--- config.mk ---
export PLATFORM = sky130hd
export DESIGN_NAME = prts_ctrl
export DESIGN_NICKNAME = d
export VERILOG_FILES = /design/src/hw/rtl/prts_pkg.sv /design/src/hw/rtl/prts_ctrl.sv
export SDC_FILE = /design/constraint.sdc
export NUM_CORES = 1
export LEC_CHECK = 0
export BUFFER_PORTS_ARGS = -buffer_cell sky130_fd_sc_hd__buf_2
export CAP_MARGIN = 20
export CORE_ASPECT_RATIO = 1.2
export CORE_MARGIN = 4
export CORE_UTILIZATION = 30
export CTS_CLUSTER_DIAMETER = 60
export DETAILED_ROUTE_END_ITERATION = 6
export PLACE_DENSITY_LB_ADDON = 0.12
export SLEW_MARGIN = 20
export SYNTH_ARGS = -nofsm -noshare
export SYNTH_HDL_FRONTEND = slang
export SYNTH_SLANG_ARGS = --single-unit
--- constraint.sdc ---
create_clock -name clk_i -period 1.49 [get_ports clk_i]
set_input_delay 0.0745 -clock clk_i [delete_from_list [all_inputs] [get_ports clk_i]]
set_output_delay 0.0745 -clock clk_i [all_outputs]
set_load 0.02 [all_outputs]
--- src/hw/rtl/prts_pkg.sv ---
// Shared types, codes and field widths of the periodic task release scheduler.
package prts_pkg;

  // Field widths fixed by the item layout.
  localparam int unsigned ACT_W  = 3;
  localparam int unsigned PER_W  = 32;
  localparam int unsigned ID_W   = 5;
  localparam int unsigned ST_W   = 2;
  localparam int unsigned MODE_W = 2;
  localparam int unsigned TICK_W = 10;
  localparam int unsigned TIME_W = 64;

  localparam logic [TICK_W-1:0] TICK_MS_RESET = 10'd10;

  // Input action codes.
  typedef enum logic [ACT_W-1:0] {
    ACT_REGISTER = 3'd0,
    ACT_KILL     = 3'd1,
    ACT_ACTIVATE = 3'd2,
    ACT_TICK     = 3'd3,
    ACT_DISPATCH = 3'd4,
    ACT_COMPLETE = 3'd5
  } act_e;

  // Result status codes.
  typedef enum logic [ST_W-1:0] {
    ST_OK    = 2'd0,
    ST_FAIL  = 2'd1,
    ST_EMPTY = 2'd2,
    ST_BUSY  = 2'd3
  } status_e;

  // Scheduler mode codes.
  typedef enum logic [MODE_W-1:0] {
    MODE_IDLE    = 2'd0,
    MODE_EXEC    = 2'd1,
    MODE_OVERRUN = 2'd2
  } mode_e;

  // Controller states.
  typedef enum logic [3:0] {
    S_IDLE,
    S_DECODE,
    S_REG_DIV,
    S_SCAN_RD,
    S_SCAN_CHK,
    S_PRE_MIN,
    S_MIN_RD,
    S_MIN_CHK,
    S_CMP_CALC,
    S_CMP_CHK,
    S_CMP_DIV,
    S_OUT
  } ctrl_state_e;

  // Datapath commands, one per cycle.
  typedef enum logic [4:0] {
    OP_NONE,
    OP_LATCH,
    OP_FAIL,
    OP_BUSY,
    OP_EMPTY,
    OP_KILL,
    OP_ACTIVATE,
    OP_TICK,
    OP_DIV_REG,
    OP_REG_COMMIT,
    OP_SCAN_INIT,
    OP_SCAN_RD,
    OP_SCAN_NEXT,
    OP_START,
    OP_CLOSE,
    OP_MIN_INIT,
    OP_MIN_RD,
    OP_MIN_UPD,
    OP_TARGET,
    OP_CMP_RD,
    OP_CMP_CALC,
    OP_DIV_CMP,
    OP_CMP_FIN,
    OP_CMP_FIX,
    OP_OUT
  } dp_op_e;

  // Status flags from the datapath to the controller.
  typedef struct packed {
    logic [ACT_W-1:0] act;
    logic             reg_pre_ok;
    logic             id_ok;
    logic             id_live;
    logic             running;
    logic             drain_open;
    logic             scan_end;
    logic             scan_hit;
    logic             scan_second;
    logic             proc_lt_now;
    logic             div_done;
    logic             rem_zero;
    logic             rel_le_now;
    logic             out_free;
  } dp_stat_t;

endpackage

--- src/hw/rtl/prts_ctrl.sv ---
// Controller state machine that sequences each action through the datapath.
module prts_ctrl (
  input  logic                clk_i,
  input  logic                rst_ni,
  input  logic                s_axis_tvalid_i,
  output logic                s_axis_tready_o,
  input  prts_pkg::dp_stat_t  stat_i,
  output prts_pkg::dp_op_e    op_o
);

  prts_pkg::ctrl_state_e state_q, state_d;

  // State register.
  always_ff @(posedge clk_i or negedge rst_ni) begin
    if (!rst_ni) begin
      state_q <= prts_pkg::S_IDLE;
    end else begin
      state_q <= state_d;
    end
  end

  // Next state and datapath command.
  always_comb begin
    state_d         = state_q;
    op_o            = prts_pkg::OP_NONE;
    s_axis_tready_o = 1'b0;
    unique case (state_q)
      prts_pkg::S_IDLE: begin
        s_axis_tready_o = 1'b1;
        if (s_axis_tvalid_i) begin
          op_o    = prts_pkg::OP_LATCH;
          state_d = prts_pkg::S_DECODE;
        end
      end
      prts_pkg::S_DECODE: begin
        state_d = prts_pkg::S_OUT;
        unique case (stat_i.act)
          prts_pkg::ACT_REGISTER: begin
            if (stat_i.reg_pre_ok) begin
              op_o    = prts_pkg::OP_DIV_REG;
              state_d = prts_pkg::S_REG_DIV;
            end else begin
              op_o = prts_pkg::OP_FAIL;
            end
          end
          prts_pkg::ACT_KILL: begin
            op_o = stat_i.id_ok ? prts_pkg::OP_KILL : prts_pkg::OP_FAIL;
          end
          prts_pkg::ACT_ACTIVATE: begin
            op_o = (stat_i.id_ok && stat_i.id_live) ? prts_pkg::OP_ACTIVATE
                                                    : prts_pkg::OP_FAIL;
          end
          prts_pkg::ACT_TICK: begin
            op_o = prts_pkg::OP_TICK;
          end
          prts_pkg::ACT_DISPATCH: begin
            if (stat_i.running) begin
              op_o = prts_pkg::OP_BUSY;
            end else if (stat_i.drain_open) begin
              op_o    = prts_pkg::OP_SCAN_INIT;
              state_d = prts_pkg::S_SCAN_RD;
            end else begin
              state_d = prts_pkg::S_PRE_MIN;
            end
          end
          prts_pkg::ACT_COMPLETE: begin
            if (stat_i.running) begin
              op_o    = prts_pkg::OP_CMP_RD;
              state_d = prts_pkg::S_CMP_CALC;
            end else begin
              op_o = prts_pkg::OP_FAIL;
            end
          end
          default: begin
            op_o = prts_pkg::OP_FAIL;
          end
        endcase
      end
      prts_pkg::S_REG_DIV: begin
        if (stat_i.div_done) begin
          op_o    = stat_i.rem_zero ? prts_pkg::OP_REG_COMMIT : prts_pkg::OP_FAIL;
          state_d = prts_pkg::S_OUT;
        end
      end
      prts_pkg::S_SCAN_RD: begin
        if (stat_i.scan_end) begin
          // No ready task at this processed tick: the drain closes.
          op_o    = prts_pkg::OP_CLOSE;
          state_d = stat_i.scan_second ? prts_pkg::S_OUT : prts_pkg::S_PRE_MIN;
        end else begin
          op_o    = prts_pkg::OP_SCAN_RD;
          state_d = prts_pkg::S_SCAN_CHK;
        end
      end
      prts_pkg::S_SCAN_CHK: begin
        if (stat_i.scan_hit) begin
          op_o    = prts_pkg::OP_START;
          state_d = prts_pkg::S_OUT;
        end else begin
          op_o    = prts_pkg::OP_SCAN_NEXT;
          state_d = prts_pkg::S_SCAN_RD;
        end
      end
      prts_pkg::S_PRE_MIN: begin
        if (stat_i.proc_lt_now) begin
          op_o    = prts_pkg::OP_MIN_INIT;
          state_d = prts_pkg::S_MIN_RD;
        end else begin
          op_o    = prts_pkg::OP_EMPTY;
          state_d = prts_pkg::S_OUT;
        end
      end
      prts_pkg::S_MIN_RD: begin
        if (stat_i.scan_end) begin
          op_o    = prts_pkg::OP_TARGET;
          state_d = prts_pkg::S_SCAN_RD;
        end else begin
          op_o    = prts_pkg::OP_MIN_RD;
          state_d = prts_pkg::S_MIN_CHK;
        end
      end
      prts_pkg::S_MIN_CHK: begin
        op_o    = prts_pkg::OP_MIN_UPD;
        state_d = prts_pkg::S_MIN_RD;
      end
      prts_pkg::S_CMP_CALC: begin
        op_o    = prts_pkg::OP_CMP_CALC;
        state_d = prts_pkg::S_CMP_CHK;
      end
      prts_pkg::S_CMP_CHK: begin
        if (stat_i.rel_le_now) begin
          op_o    = prts_pkg::OP_DIV_CMP;
          state_d = prts_pkg::S_CMP_DIV;
        end else begin
          op_o    = prts_pkg::OP_CMP_FIN;
          state_d = prts_pkg::S_OUT;
        end
      end
      prts_pkg::S_CMP_DIV: begin
        if (stat_i.div_done) begin
          op_o    = prts_pkg::OP_CMP_FIX;
          state_d = prts_pkg::S_OUT;
        end
      end
      prts_pkg::S_OUT: begin
        if (stat_i.out_free) begin
          op_o    = prts_pkg::OP_OUT;
          state_d = prts_pkg::S_IDLE;
        end
      end
      default: begin
        state_d = prts_pkg::S_IDLE;
      end
    endcase
  end

endmodule

# Yosys cells after proc, flatten, opt, wreduce, memory -nomap -nowiden
# Cells that the tools add are included.
[classes] n_eq_ne=19 muxes=34 reduce_logical=5
[ops] op="$mux W4" count=15
[ops] op="$pmux W5 S12" count=1
[ops] op="$pmux W4 S11" count=1
[ops] op="$pmux W5 S6" count=1
[ops] op="$eq A4 B3 Y1 const B" count=4
[ops] op="$eq A4 B4 Y1 const B" count=4
[ops] op="$mux W3" count=5
[ops] op="$mux W5" count=3
[ops] op="$pmux W4 S3" count=1
[ops] op="$eq A4 B2 Y1 const B" count=2
[ops] op="$eq A3 B2 Y1 const B" count=2
[ops] op="$eq A3 B3 Y1 const B" count=2
[ops] op="$mux W2" count=3
[ops] op="$eq A4 B1 Y1 const B" count=1
[ops] op="$logic_not A4 Y1" count=1
[ops] op="$mux W1" count=4
[ops] op="$ne A2 B2 Y1 const B" count=2
[ops] op="$eq A3 B1 Y1 const B" count=1
[ops] op="$logic_not A3 Y1" count=1
[ops] op="$reduce_and A3 Y1" count=1
[ops] op="$ne A2 B1 Y1 const B" count=1
[ops] op="$reduce_or A2 Y1" count=1
[ops] op="$logic_and A1 B1 Y1" count=1
[word_totals] register_bits=4 inputBits=19 output_inout_bits=6 wordCells=59

# Logic depth before layout (Yosys ltp)
[depth] depth_word=4 depth_mapped=6 ltp_nobuf=4

# Worst setup path after synthesis
# Ideal clock, no wire load.
[synth_timing] path_kind="reg-to-reg" from="register state_q[0]" to="register state_q[0]" arrival_ns=1.652 path_slack_ns=-0.300 path_stages_with_launch=6 synth_period_minus_slack_ns=1.790 cell_sequence="dfrtp_1 buf_6 nor4_1 nand2b_1 o211ai_1 o32ai_1"
[synth_via] elab_chain_cells=4
[synth_lines] item="start, declared" line_no="prts_ctrl.sv:11" rtl="prts_pkg::ctrl_state_e state_q, state_d;"
[synth_lines] item="start signal, assigned" line_no="prts_ctrl.sv:16" rtl="state_q <= prts_pkg::S_IDLE;"
[synth_lines] item="start signal, assigned" line_no="prts_ctrl.sv:18" rtl="state_q <= state_d;"
[synth_lines] item="$eq A4 B4 Y1 / $eq A4 B2 Y1 (equally long branches)" line_no="prts_ctrl.sv:27" rtl="unique case (state_q)"
[synth_lines] item="$reduce_or A2 Y1 (no source line)"
[synth_lines] item="$ne A2 B1 Y1 (no source line)"
[synth_lines] item="$reduce_and A3 Y1 (no source line)"
# Parallel ways exist; a longest one is shown, timed or not.
# A chain may end at the register's enable or synchronous reset.

# Worst setup path in the final report
[layout_timing] from="register state_q[2]" to="output op_o[2]"
[layout_via] elab_chain_cells=2
[layout_lines] item="$eq A4 B4 Y1, or another cell as far along" line_no="prts_ctrl.sv:27"
[layout_lines] item="$pmux W5 S12 (*)" line_no="prts_ctrl.sv:27"
[layout_lines] item="end, declared" line_no="prts_ctrl.sv:8" rtl="output prts_pkg::dp_op_e op_o"
# Every way passes the cells marked *; elsewhere a longest branch is shown, timed or not.

==> results.json <==
{
  "leakage_uw": 0.0005768,
  "p_switching_uw": 1400,
  "die_x_um": 53.86,
  "combPwrFrac": 0.866,
  "clkPwrFrac": 0.044,
  "maxCapViolations": 0,
  "netlist_top_cells_area": "dfrtp_1 (13%), nand2b_1 (5.8%), nor2b_1 (5.0%)",
  "hpwl_mm": 2.144,
  "p_int_uw": 1663,
  "wl_mm": 2.951,
  "peakVddDrop_mv": 1.244,
  "cts.sinks": 4,
  "tritoncts.num_buffers": 3,
  "cp.required_ps": 1420,
  "hold_ws_ps": 114.6,
  "synth.top_cell.area_share": 0.1322,
  "period_needed_ps": 1633,
  "antenna_found_initial": 0,
  "htreeDepth": 1,
  "relSlewSlack": 0.7862,
  "largest_register_ffs": 4,
  "rsz0062_at_grt": "yes",
  "finClkSkew_ps": 8.863,
  "regMostFlops": "state_q",
  "dpl.cell_count": 174,
  "synth_top_area_cell": "dfrtp_1",
  "dieArea_um2": 3394,
  "io_buffers": 24,
  "globalplace.congestion": 0.9089,
  "path_class": "register to primary output",
  "floorplan.core_area_um2": 2354,
  "vias_per_cell": 5.460,
  "grt_usage": 0.1787,
  "num_vias": 1032,
  "cts_tree": "yes",
  "worst_hold_path_type": "input port to register",
  "synth-seq-cells": 4,
  "drt_iter0_markers": 35,
  "wire_per_inst_um": 15.61,
  "worstMarginPinSlew_ps": 318.2,
  "cp.arrival_ps": 1560,
  "violations": "setup timing",
  "tns_ps": -592.3,
  "period_share": 1.096,
  "clockBufferDepth": 2,
  "yosysUniqueCellTypes": 45,
  "ys_seq_area_frac": 0.1322,
  "finalNonFillerCells": 189,
  "setup_viol": 8,
  "grt_pass1_wl_mm": 4.574,
  "syn_inst": 107,
  "clk_latency_ps": 230,
  "yosysWarnings": 0,
  "status": "finished, violations left",
  "syn_nets": 126,
  "fin_util": 0.5704,
  "drive_gt1_frac": 0.5506,
  "power_uw": 3062,
  "pin_count": 25,
  "p_seq_frac": 0.090,
  "cellPowerDensity_nw_per_um2": 2281,
  "crit_fanout": 4,
  "die_y_um": 63.03,
  "core.rowCount": 19,
  "netlist_area_um2": 757.0,
  "initial_core_util": 0.3216,
  "setup.worst_path.end_class": "primary output",
  "drv_slew": 0,
  "drc": 0,
  "drt.antenna.violating_nets": 0,
  "grt_max_degree": 10,
  "cts_root_buf": "clkbuf_4",
  "swShare": 0.4571,
  "path_clk_slew_ps": 40,
  "setup.worst_path.start_class": "register",
  "fmax_mhz": 612.3,
  "globalRoute.totalOverflow": 0,
  "nNetsFinal": 179,
  "syn_avg_cell_area_um2": 7.075,
  "reg_top3": "state_q: 4 flops",
  "setup_slack_ps": -143.2,
  "n_antenna_cell": 0,
  "grt_pass1_vias": 1005,
  "area.growth.synth_to_final_pct": 77.36,
  "hold_viol_final": 0,
  "firstDrtPassIters": 4
}
## worst max-delay path, stage by stage, from the launching register on
cell      delay, ps
dfrtp_1         410
buf_6           150
buf_4           130
nand2b_1         80
buf_4           130
a21oi_1          60
a211o_1         240
buf_6           130
## per-stage QoR
stage          cell area, µm²  setup WS, ps
6_report                 1343        -143.2
3_3_place_gp             1039        -52.02
2_1_floorplan           775.7         35.47
4_1_cts                  1250        -151.0
5_1_grt                  1343        -255.3
3_5_place_dp             1039        -29.56
## placed cells by master, fill, tap and decap left out, types with 2 or more instances in the layout
cell type | synthesis | layout
nand2b_4 | 0 | 2
a211oi_1 | 4 | 2
nor3_2 | 0 | 2
inv_1 | 4 | 3
o211ai_1 | 2 | 2
nor3b_1 | 5 | 3
buf_4 | 1 | 25
nand2_1 | 3 | 3
dfrtp_2 | 0 | 3
a211oi_2 | 0 | 2
mux2i_1 | 2 | 2
nor2_1 | 7 | 6
a31oi_1 | 3 | 3
buf_2 | 7 | 19
nor2b_4 | 1 | 3
clkbuf_4 | 0 | 3
buf_6 | 1 | 12
nor3_1 | 5 | 2
nand3_1 | 2 | 2
nand2b_1 | 7 | 5
a21oi_1 | 7 | 5
o21ai_0 | 7 | 6
nor2b_1 | 6 | 4
## path summary, 6_finish.rpt
kind,start,end,slack [ps],cells after the start
max in group asynchronous,rst_ni,state_q[3]$_DFFE_PN0P_,1170,2
min in group asynchronous,rst_ni,state_q[0]$_DFFE_PN0P_,170,2
worst min-delay path,stat_i[0],state_q[0]$_DFFE_PN0P_,110,2
worst max register to register,state_q[0]$_DFFE_PN0P_,state_q[1]$_DFFE_PN0P_,-30,6
worst max-delay path,state_q[2]$_DFFE_PN0P_,op_o[2],-140,7
worst min register to register,state_q[0]$_DFFE_PN0P_,state_q[0]$_DFFE_PN0P_,860,3
## what timing repair did
item	CTS	global route
cloned	1	0
pin swaps	12	14
resized for setup	37	15
hold buffers	1	0
hold endpoints to repair	4	0
setup buffers	7	3
setup endpoints to repair	8	9
## cell type report
cell class | instances | area (µm²)
clock buffer | 3 | 22.52
sequential | 4 | 103.9
timing repair buffer | 57 | 427.9
multi-input combinational | 90 | 734.5
inverter | 4 | 15.01
fill | 206 | 1011
tap | 31 | 38.79
## logic make-up after synthesis
family,after synthesis,synth area share
compound gates,39,0.3471
flops,4,0.1322
buf+inv,13,0.09090
mux,3,0.04132
simple gates,48,0.3885
## power groups by stage
stage	Clock [µW]	Sequential [µW]	Combinational [µW]
global route	144	286	2820
floorplan	0	210	1220
detailed placement	0	275	1860
finish	135	276	2650
CTS	137	264	2420
global placement	0	273	1880
## cell usage after synthesis (all sizes together)
cell type  n
nand4bb    1
nand2b     7
a211oi     4
a2111o     1
o31ai      1
nand3b     1
and3       1
a21oi      7
nand3      2
o21ai      8
o32ai      1
inv        4
nor3       5
buf        9
nand4      1
a221oi     1
a22oi      2
a21boi     1
a211o      1
o2bb2ai    1
mux2i      2
dfrtp      4
nor2       7
o221ai     1
a311oi     1
or3b       1
and2       2
o211ai     2
o22ai      1
o21a       1
nand4b     1
and3b      1
a31oi      3
or3        1
nand2      3
nor4       2
mux2       1
a21o       1
a2bb2oi    1
nor3b      5
nor2b      7
## metal layers
metal	part of all wire	vias to the layer above	track usage
li1	-	510	-
met1	0.43	476	0.2240
met2	0.49	40	0.2939
met3	0.055	6	0.01909
met4	0.026	0	0.07987
met5	0	-	0
Power figures use the tool's default switching activity.
